$ cat src/rtl/core/mae_pkg.sv
package mae_pkg;

    localparam logic [1:0] ST_OK      = 2'd0;
    localparam logic [1:0] ST_ILLEGAL = 2'd1;
    localparam logic [1:0] ST_UNDEF   = 2'd2;

    localparam logic [3:0] OP_MUL   = 4'd0;
    localparam logic [3:0] OP_MLA   = 4'd1;
    localparam logic [3:0] OP_UMULL = 4'd4;
    localparam logic [3:0] OP_UMLAL = 4'd5;
    localparam logic [3:0] OP_SMULL = 4'd6;
    localparam logic [3:0] OP_SMLAL = 4'd7;

    localparam logic [3:0] REG_PC = 4'd15;

    typedef struct packed {
        logic [1:0]  status;
        logic        wide;
        logic        sgn;
        logic        accum;
        logic        sbit;
        logic [3:0]  rd_idx;
        logic [3:0]  rn_idx;
        logic [31:0] rm_value;
        logic [31:0] rs_value;
        logic [31:0] rn_value;
        logic [31:0] rd_value;
    } t_item;

    typedef struct packed {
        logic [1:0] status;
        logic       wide;
        logic       sbit;
        logic [3:0] rd_idx;
        logic [3:0] rn_idx;
    } t_ctl;

endpackage

$ cat src/rtl/core/multiply_accumulate_execute.sv
// A result passes the queue write at the transfer edge, then the multiply stage, then the
// accumulate and output register, where an output stall holds it until it is taken.
// Throughput: one instruction per cycle while the output is not stalled; the 33x33 multiply and
// the 64-bit add are each one pipeline stage.
// Reset (i_rst_n low, synchronous): empties the queue and both back-end stages.
module multiply_accumulate_execute #(
    parameter int QUEUE_DEPTH = 2
) (
    input  logic        i_clk,
    input  logic        i_rst_n,
    input  logic        i_valid,
    output logic        o_stall,
    input  logic [31:0] i_instruction_word,
    input  logic [31:0] i_rm_value,
    input  logic [31:0] i_rs_value,
    input  logic [31:0] i_rn_value,
    input  logic [31:0] i_rd_value,
    output logic        o_valid,
    input  logic        i_stall,
    output logic [1:0]  o_status,
    output logic        o_main_write,
    output logic [3:0]  o_main_index,
    output logic [31:0] o_main_value,
    output logic        o_low_write,
    output logic [3:0]  o_low_index,
    output logic [31:0] o_low_value,
    output logic        o_flags_write,
    output logic        o_negative_flag,
    output logic        o_zero_flag
);
    import mae_pkg::*;

    t_item dec_item;
    t_item q_item;
    logic  q_full;
    logic  q_empty;
    logic  q_pop;

    assign o_stall = q_full;

    mae_front u_front (
        .i_instruction_word (i_instruction_word),
        .i_rm_value         (i_rm_value),
        .i_rs_value         (i_rs_value),
        .i_rn_value         (i_rn_value),
        .i_rd_value         (i_rd_value),
        .o_item             (dec_item)
    );

    mae_queue #(
        .DEPTH (QUEUE_DEPTH)
    ) u_queue (
        .i_clk   (i_clk),
        .i_rst_n (i_rst_n),
        .i_push  (i_valid),
        .i_item  (dec_item),
        .o_full  (q_full),
        .i_pop   (q_pop),
        .o_empty (q_empty),
        .o_item  (q_item)
    );

    mae_back u_back (
        .i_clk           (i_clk),
        .i_rst_n         (i_rst_n),
        .i_empty         (q_empty),
        .i_item          (q_item),
        .o_pop           (q_pop),
        .o_valid         (o_valid),
        .i_stall         (i_stall),
        .o_status        (o_status),
        .o_main_write    (o_main_write),
        .o_main_index    (o_main_index),
        .o_main_value    (o_main_value),
        .o_low_write     (o_low_write),
        .o_low_index     (o_low_index),
        .o_low_value     (o_low_value),
        .o_flags_write   (o_flags_write),
        .o_negative_flag (o_negative_flag),
        .o_zero_flag     (o_zero_flag)
    );

endmodule

$ cat src/rtl/core/mae_front.sv
module mae_front (
    input  logic [31:0]   i_instruction_word,
    input  logic [31:0]   i_rm_value,
    input  logic [31:0]   i_rs_value,
    input  logic [31:0]   i_rn_value,
    input  logic [31:0]   i_rd_value,
    output mae_pkg::t_item o_item
);
    import mae_pkg::*;

    logic [3:0] op;
    logic [3:0] rd;
    logic [3:0] rn;
    logic [3:0] rs;
    logic [3:0] rm;
    logic       defined;
    logic       wide;
    logic       sgn;
    logic       accum;
    logic       illegal;

    assign op = i_instruction_word[24:21];
    assign rd = i_instruction_word[19:16];
    assign rn = i_instruction_word[15:12];
    assign rs = i_instruction_word[11:8];
    assign rm = i_instruction_word[3:0];

    always_comb begin
        defined = 1'b1;
        wide    = 1'b0;
        sgn     = 1'b0;
        accum   = 1'b0;
        case (op)
            OP_MUL: begin
            end
            OP_MLA: begin
                accum = 1'b1;
            end
            OP_UMULL: begin
                wide = 1'b1;
            end
            OP_UMLAL: begin
                wide  = 1'b1;
                accum = 1'b1;
            end
            OP_SMULL: begin
                wide = 1'b1;
                sgn  = 1'b1;
            end
            OP_SMLAL: begin
                wide  = 1'b1;
                sgn   = 1'b1;
                accum = 1'b1;
            end
            default: begin
                defined = 1'b0;
            end
        endcase
    end

    assign illegal = (rd == REG_PC) || (rn == REG_PC) || (rs == REG_PC) || (rm == REG_PC)
                   || (rd == rm) || (wide && ((rd == rn) || (rn == rm)));

    always_comb begin
        o_item.status   = !defined ? ST_UNDEF : (illegal ? ST_ILLEGAL : ST_OK);
        o_item.wide     = wide;
        o_item.sgn      = sgn;
        o_item.accum    = accum;
        o_item.sbit     = i_instruction_word[20];
        o_item.rd_idx   = rd;
        o_item.rn_idx   = rn;
        o_item.rm_value = i_rm_value;
        o_item.rs_value = i_rs_value;
        o_item.rn_value = i_rn_value;
        o_item.rd_value = i_rd_value;
    end

endmodule

$ cat src/rtl/core/mae_queue.sv
module mae_queue #(
    parameter int DEPTH = 2
) (
    input  logic           i_clk,
    input  logic           i_rst_n,
    input  logic           i_push,
    input  mae_pkg::t_item i_item,
    output logic           o_full,
    input  logic           i_pop,
    output logic           o_empty,
    output mae_pkg::t_item o_item
);
    import mae_pkg::*;

    localparam int AW = (DEPTH > 1) ? $clog2(DEPTH) : 1;
    localparam int CW = $clog2(DEPTH + 1);
    localparam logic [AW-1:0] LAST = AW'(DEPTH - 1);
    localparam logic [CW-1:0] FULL_CNT = CW'(DEPTH);

    t_item         r_mem [DEPTH];
    logic [AW-1:0] r_wr_ptr;
    logic [AW-1:0] r_rd_ptr;
    logic [CW-1:0] r_count;
    logic [AW-1:0] n_wr_ptr;
    logic [AW-1:0] n_rd_ptr;
    logic [CW-1:0] n_count;
    logic          push_ok;
    logic          pop_ok;

    assign o_full  = (r_count == FULL_CNT);
    assign o_empty = (r_count == '0);
    assign push_ok = i_push && !o_full;
    assign pop_ok  = i_pop && !o_empty;
    assign o_item  = r_mem[r_rd_ptr];

    always_comb begin
        n_wr_ptr = r_wr_ptr;
        n_rd_ptr = r_rd_ptr;
        n_count  = r_count;
        if (push_ok) begin
            n_wr_ptr = (r_wr_ptr == LAST) ? '0 : r_wr_ptr + 1'b1;
        end
        if (pop_ok) begin
            n_rd_ptr = (r_rd_ptr == LAST) ? '0 : r_rd_ptr + 1'b1;
        end
        if (push_ok && !pop_ok) begin
            n_count = r_count + 1'b1;
        end else if (pop_ok && !push_ok) begin
            n_count = r_count - 1'b1;
        end
    end

    always_ff @(posedge i_clk) begin
        if (!i_rst_n) begin
            r_wr_ptr <= '0;
            r_rd_ptr <= '0;
            r_count  <= '0;
        end else begin
            r_wr_ptr <= n_wr_ptr;
            r_rd_ptr <= n_rd_ptr;
            r_count  <= n_count;
        end
    end

    always_ff @(posedge i_clk) begin
        if (push_ok) begin
            r_mem[r_wr_ptr] <= i_item;
        end
    end

endmodule

$ cat src/rtl/core/mae_back.sv
module mae_back (
    input  logic           i_clk,
    input  logic           i_rst_n,
    input  logic           i_empty,
    input  mae_pkg::t_item i_item,
    output logic           o_pop,
    output logic           o_valid,
    input  logic           i_stall,
    output logic [1:0]     o_status,
    output logic           o_main_write,
    output logic [3:0]     o_main_index,
    output logic [31:0]    o_main_value,
    output logic           o_low_write,
    output logic [3:0]     o_low_index,
    output logic [31:0]    o_low_value,
    output logic           o_flags_write,
    output logic           o_negative_flag,
    output logic           o_zero_flag
);
    import mae_pkg::*;

    logic               r1_valid;
    t_ctl               r1_ctl;
    logic [63:0]        r1_prod;
    logic [63:0]        r1_addend;
    logic               r2_valid;
    logic [1:0]         r2_status;
    logic               r2_main_write;
    logic [3:0]         r2_main_index;
    logic [31:0]        r2_main_value;
    logic               r2_low_write;
    logic [3:0]         r2_low_index;
    logic [31:0]        r2_low_value;
    logic               r2_flags_write;
    logic               r2_negative;
    logic               r2_zero;

    logic               s2_load;
    logic               s1_load;
    logic signed [32:0] mul_a;
    logic signed [32:0] mul_b;
    logic signed [65:0] mul_p;
    logic [63:0]        n_addend;
    logic [63:0]        sum;
    logic               ok;
    logic               neg;
    logic               zer;

    assign s2_load = !r2_valid || !i_stall;
    assign s1_load = !r1_valid || s2_load;
    assign o_pop   = s1_load && !i_empty;

    assign mul_a = $signed({i_item.sgn & i_item.rm_value[31], i_item.rm_value});
    assign mul_b = $signed({i_item.sgn & i_item.rs_value[31], i_item.rs_value});
    assign mul_p = mul_a * mul_b;

    always_comb begin
        n_addend = '0;
        if (i_item.accum) begin
            n_addend = i_item.wide ? {i_item.rd_value, i_item.rn_value}
                                   : {32'd0, i_item.rn_value};
        end
    end

    always_ff @(posedge i_clk) begin
        if (!i_rst_n) begin
            r1_valid <= 1'b0;
        end else if (s1_load) begin
            r1_valid <= !i_empty;
        end
    end

    always_ff @(posedge i_clk) begin
        if (o_pop) begin
            r1_ctl.status <= i_item.status;
            r1_ctl.wide   <= i_item.wide;
            r1_ctl.sbit   <= i_item.sbit;
            r1_ctl.rd_idx <= i_item.rd_idx;
            r1_ctl.rn_idx <= i_item.rn_idx;
            r1_prod       <= mul_p[63:0];
            r1_addend     <= n_addend;
        end
    end

    assign sum = r1_prod + r1_addend;
    assign ok  = (r1_ctl.status == ST_OK);
    assign neg = r1_ctl.wide ? sum[63] : sum[31];
    assign zer = r1_ctl.wide ? (sum == 64'd0) : (sum[31:0] == 32'd0);

    always_ff @(posedge i_clk) begin
        if (!i_rst_n) begin
            r2_valid <= 1'b0;
        end else if (s2_load) begin
            r2_valid <= r1_valid;
        end
    end

    always_ff @(posedge i_clk) begin
        if (s2_load && r1_valid) begin
            r2_status      <= r1_ctl.status;
            r2_main_write  <= ok;
            r2_main_index  <= ok ? r1_ctl.rd_idx : 4'd0;
            r2_main_value  <= !ok ? 32'd0 : (r1_ctl.wide ? sum[63:32] : sum[31:0]);
            r2_low_write   <= ok && r1_ctl.wide;
            r2_low_index   <= (ok && r1_ctl.wide) ? r1_ctl.rn_idx : 4'd0;
            r2_low_value   <= (ok && r1_ctl.wide) ? sum[31:0] : 32'd0;
            r2_flags_write <= ok && r1_ctl.sbit;
            r2_negative    <= ok && r1_ctl.sbit && neg;
            r2_zero        <= ok && r1_ctl.sbit && zer;
        end
    end

    assign o_valid         = r2_valid;
    assign o_status        = r2_status;
    assign o_main_write    = r2_main_write;
    assign o_main_index    = r2_main_index;
    assign o_main_value    = r2_main_value;
    assign o_low_write     = r2_low_write;
    assign o_low_index     = r2_low_index;
    assign o_low_value     = r2_low_value;
    assign o_flags_write   = r2_flags_write;
    assign o_negative_flag = r2_negative;
    assign o_zero_flag     = r2_zero;

endmodule

$ cat config.mk
export PLATFORM = sky130hd
export DESIGN_NAME = multiply_accumulate_execute
export DESIGN_NICKNAME = d
export VERILOG_FILES = /design/src/rtl/core/mae_pkg.sv /design/src/rtl/core/multiply_accumulate_execute.sv /design/src/rtl/core/mae_front.sv /design/src/rtl/core/mae_queue.sv /design/src/rtl/core/mae_back.sv
export SDC_FILE = /design/constraint.sdc
export NUM_CORES = 2
export LEC_CHECK = 0
export BUFFER_PORTS_ARGS = -buffer_cell sky130_fd_sc_hd__buf_2
export CAP_MARGIN = 20
export CELL_PAD_IN_SITES_DETAIL_PLACEMENT = 0
export CELL_PAD_IN_SITES_GLOBAL_PLACEMENT = 1
export CORE_MARGIN = 4
export CORE_UTILIZATION = 45
export CTS_CLUSTER_SIZE = 10
export DETAILED_ROUTE_END_ITERATION = 7
export PLACE_DENSITY_LB_ADDON = 0.1
export SLEW_MARGIN = 20
export SYNTH_ARGS = -nofsm -noshare
export SYNTH_HDL_FRONTEND = slang
export SYNTH_SLANG_ARGS = --single-unit
export TNS_END_PERCENT = 20
$ cat constraint.sdc
create_clock -name i_clk -period 12.75 [get_ports i_clk]
set_clock_uncertainty 0.15 [all_clocks]
set_input_delay 2.55 -clock i_clk [delete_from_list [all_inputs] [get_ports i_clk]]
set_output_delay 2.55 -clock i_clk [all_outputs]
set_load 0.03 [all_outputs]
======== Yosys cells after proc, flatten, opt, wreduce, memory -nomap -nowiden ========
Memory sizes are Yosys's and may differ from the RTL's. A register that Yosys moved wholly into a read port is not among the register bits.
Index checks and enable logic that the tools add are counted.
cells by class
  $add $sub $neg .......................... 5
  $mul .................................... 1
  divide/modulo/power cells ............... 0
  magnitude comparators ................... 0
  equality and inequality tests ........... 13
  shifts and indexed selects .............. 0
  multiplexer cells ....................... 17
  bitwise operators ....................... 2
  reduce and logical (&&, ||, !) cells .... 37
operator list
  operator                                        number
  adder 64 bit                                    1
  zero test 64 bit                                1
  multiplier 33 x 33 -> 64 bit                    1
  zero test 32 bit                                1
  two-way mux 32 bit                              1
  == test 4 x 3 -> 1 bit (second input constant)  4
  == test 4 bit (second input constant)           4
  two-way mux 1 bit                               13
  == test 4 bit                                   3
  logical AND 1 bit                               11
  logical OR 1 bit                                8
  zero test 1 bit                                 7
  two-way mux 2 bit                               3
  OR reduction 6 bit                              1
  == test 4 x 1 -> 1 bit (second input constant)  1
  zero test 2 bit                                 2
  zero test 4 bit                                 1
  OR reduction 4 bit                              1
  OR reduction 3 bit                              1
  adder 1 bit (second input constant)             2
  adder 2 x 1 -> 2 bit (second input constant)    1
  bitwise AND 1 bit                               2
  == test 2 bit (second input constant)           1
  AND reduction 2 bit                             1
  3 further kinds                                 3
word-level totals
  register bits after elaboration ......... 225
  bits in latches ......................... 0
  RAM bits ................................ 284
  ROM bits ................................ 0
  input port bits ......................... 164
  output and inout port bits .............. 81
  logic and storage cells ................. 99
  memories kept ........................... 1
memory list
  name           depth  bits a word  rd ports  clocked after Yosys merged registers in  write ports  RTL line         RTL
  u_queue.r_mem  2      142          1         1                                        1            mae_queue.sv:20  t_item r_mem [DEPTH];

======== Longest topological paths before layout ========
  depth after elaboration ................. 8
  mapped depth ............................ 35
  gate-level depth less buffers ........... 31

======== Modules after synthesis ========
From an unflattened synthesis, not the netlist that was laid out.
second synthesis, totals
  cells, all modules ...................... 5776
  area total of the unflattened synthesis .. 61539.0 um^2
by module, submodules not included
  module     times used  cells each  area an instance (um^2)  sequential area each (um^2)
  mae_back   1           5141        49487.5                  6616.3
  mae_queue  1           467         10804.1                  8628.3
  mae_front  1           168         1247.4                   0.0

======== Least setup slack after synthesis ========
No wires, ideal clock.
  path type ............................... flip-flop to flip-flop
  start ................................... reg with a tool-made name
  end ..................................... reg u_back.r1_prod[57] (data pin)
  setup time .............................. 0.265 ns
  data arrival time ....................... 9.092 ns
  required time ........................... 12.335 ns
  setup slack ............................. 3.242 ns
  stages on the path, launching flop included .. 33
  path buffers ............................ 4
  period minus slack after synthesis ...... 9.508 ns
  cell sequence ........................... dfxtp_1 buf_1 clkbuf_1 buf_1 buf_1 mux2i_1 nor2_1 fa_1 inv_1 fa_1 inv_1 fa_1 inv_1 fa_1 fa_1 inv_1 fa_1 fa_1 inv_1 fa_1 inv_1 ha_1 and4_1 a221oi_1 o31ai_1 o31ai_1 a211oi_1 o31a_1 nand2b_1 a41o_1 a21oi_1 o21ai_0 xor2_1
RTL lines
  item                  RTL line        RTL
  to (signal assigned)  mae_back.sv:80  r1_prod <= mul_p[63:0];
  to (decl)             mae_back.sv:24  logic [63:0] r1_prod;

==> run metrics <==
final routed wirelength across all metal layers=192,100 um; classification of the worst setup path=reg2reg; iteration-0 DRC count of the detailed router=roughly 3,000; top routing layer used=met4; # H-tree levels=2; Synthesis Warnings=0; outcome=finished clean; Worst Path Required=13.00 ns; Synthesized Nets=7,235; number of synthesized register bits=510; number of distinct library cell variants in the gate-level netlist after synthesis=between 80 and 90; dominant cells by area after synthesis=fa_1, edfxtp_1, inv_1; number of antenna violations at the first check in global routing=12; Worst Tran Pin Value=1.251 ns; sequential element share of the synthesized area=25.72%; area of the mapped netlist=59,270 um2; num ports=approximately 250; layout cells sized above 1=9.564%; remaining antenna violation count=0; vias in the first global route=43,370; routed via count divided by cell count=5.397; top cell type's share of synthesized area=a little under two fifths; number of cells produced by synthesis=5,669; number of enable flip-flop cells after synthesis=~500; wire length on met1=a little over 80,000 um; wire length per cell=25.19 um; quantity of hold-fixing buffers added after cts=0; final hold viol count=0; Routed met2 length=91,510 um; routed vias=41,150; final sum of negative setup slack=0 ns; x dimension of the die=roughly 370 um; initial core utilization=45.54%; post-synthesis average cell area=about 10 um2; setup violation total in the final timing report=0; Pre-Repair DR Iteration Count=5; area leader, netlist=fa_1; fill cell count=12,330; share of flip-flops with an asynchronous set or reset after synthesis=0%; Core Region=roughly 130,000 um2; critical path data arrival time=~11 ns; Detailed Place HPWL=156,200 um; total overflow reported by the global router=0; area of combinational cells with multiple inputs=39,050 um2; Die Span Y=about 370 um; global-route wire length before repair=around 280,000 um; net total in the final layout=7,415; final critical-path required period=10.96 ns; DRC violation count after routing=0; gpl congestion=just over 0.9; met3 wirelength from detailed routing=11,720 um; Startpoint Class=flip-flop; die area=137,600 um2; crit share post-route=between 80% and 90%; most frequently used flop master after synthesis=edfxtp_1; cell at the root of the clock tree=clkbuf_16; Max Fclk=around 91 MHz; Max transition margin=around 15%; clock latency of the later-clocked register in the worst-skew pair=0.69 ns; Max Buffers Root-to-Sink=3; number of sinks handled by clock tree synthesis=slightly above 500; most frequent cell after synthesis=inv_1; TritonCTS Buffers=61; setup repair after global routing missed its margin=no; max_cap viols=0; overall fraction of global-route tracks in use=28.33%; Buffers on Ports=233; P&R area growth vs syn=9.181%; sequential cell area=15,250 um2; capturing element type of the critical path=flip-flop; maximum number of pins on one net before global-route repair=130; top cells by instance count after synthesis=inv_1, fa_1, nand2_1; Hold WC Path Type=reg2reg; Setup Fix Bufs, Post-CTS=0; cells resized by post-CTS repair=0; Reg clk slew, reported paths=0.05 ns; clock tree from TritonCTS=yes; placement row count=132; highest net fanout along the worst path=34; Max Transition Viols Final=0
[cell families (layout without fill, tap and decap cells)]
family,Yosys count,in the layout,synth area share (%)
AND/OR/NAND/NOR,1590,1590,10.96
AO/OA/AOI/OAI,440,440,4.925
multiplexers,205,205,3.627
flip-flops,510,510,25.72
other,0,7,0
buffers and inverters,1374,1581,8.725
XOR/XNOR,148,148,2.187
adder cells (fa/ha/maj),1402,1402,43.86
[area by class of cell]
type                            count  area share [%]
Antenna cell                        7         0.02707
Clock buffer                       76           2.446
Clock inverter                     14          0.3886
Inverter                         1138           6.609
Multi-Input combinational cell   3785           60.34
Sequential cell                   510           23.56
Tap cell                         1742           3.368
Timing Repair Buffer              353           3.258
[path summary, 6_finish.rpt]
check                         start                 end  slack [ns]  depth (start not counted)
setup / recovery          flip-flop  u_back.r1_prod[63]        1.79                         26
hold / removal    u_back.r1_ctl[11]  u_back.o_status[1]        0.30                          0
setup reg to reg          flip-flop  u_back.r1_prod[63]        1.79                         26
hold reg to reg   u_back.r1_ctl[11]  u_back.o_status[1]        0.30                          0
[flip-flops by register name (all words and copies together) (netlist names), 2 cells and up, named ones only]
signal and cells:
u_back.o_main_value 32, u_back.o_status 2, u_back.o_main_index 4, u_back.r1_ctl 12, u_back.r1_prod 64, u_back.o_low_index 4, u_queue.r_mem 284, u_queue.r_count 2
u_back.r1_addend 64, u_back.o_low_value 32
[cells in the final DEF (no fill, tap or decap), types with 6 or more instances in the layout]
master	synthesis	layout
o21a_1	19	19
nor4_1	9	9
inv_1	1137	1136
mux2_2	78	78
a21oi_1	133	133
clkbuf_1	199	15
diode_2	0	7
xor2_1	60	60
buf_4	1	116
a21boi_0	9	8
o31a_1	6	6
nand2b_1	14	14
nor2b_1	18	18
ha_1	276	276
nand4_1	31	31
mux2i_4	0	8
a21o_1	64	64
mux2i_2	0	18
mux2i_1	127	101
nor3_1	19	19
buf_2	8	233
or2_2	7	7
clkbuf_16	0	61
xnor2_1	88	88
dfxtp_1	7	6
o21ai_0	70	70
nor2_1	599	598
o21bai_1	17	17
and3_1	24	23
a211oi_1	20	20
fa_1	1126	1126
and2_1	26	26
o211ai_1	12	12
edfxtp_1	503	503
or3_1	6	6
nand3_1	29	29
nand2_1	781	781
a31oi_1	19	19
[stage by stage]
step                      std cells  cell area, um2  util, %  setup WS (ns)  hold WS [ns]
final                          7625           64710    49.72          1.791        0.2991
after global routing           7618           64690    49.71          1.347        0.3259
after CTS                      7617           64680    49.70          1.777        0.3054
after detailed placement       7527           62850    48.29          1.788        0.2922
after global placement         7526           62840    48.28          1.800        0.2865
after floorplan                5669           59270        -          3.243        0.2674
[layer usage]
layer | global-route usage (%) | up-vias
li1 | - | 17910
met1 | 39.06 | 21600
met2 | 46.61 | 1379
met3 | 3.513 | 261
met4 | 9.774 | 0
met5 | 0 | -
[critical path, stage by stage (launching register included)]
cell and delay [ns]:
dfxtp_4 0.80, buf_12 0.31, mux2_2 0.84, nand2_1 0.22, inv_1 0.17, fa_1 0.43
inv_1 0.09, fa_1 0.42, inv_1 0.09, fa_1 0.46, fa_1 0.58, fa_1 0.44
fa_1 0.58, fa_1 0.45, fa_1 0.56, ha_1 0.46, nand3_1 0.27, or4_1 0.70
o31ai_1 0.86, o31ai_1 0.25, a211oi_1 0.36, nor2_1 0.14, a21oi_1 0.33, a31oi_1 0.22
a21oi_1 0.18, nor2_1 0.07, xnor2_1 0.14
Power is not shown: default switching activity piles up to over one toggle a cycle in this logic, so the estimate is an artifact.
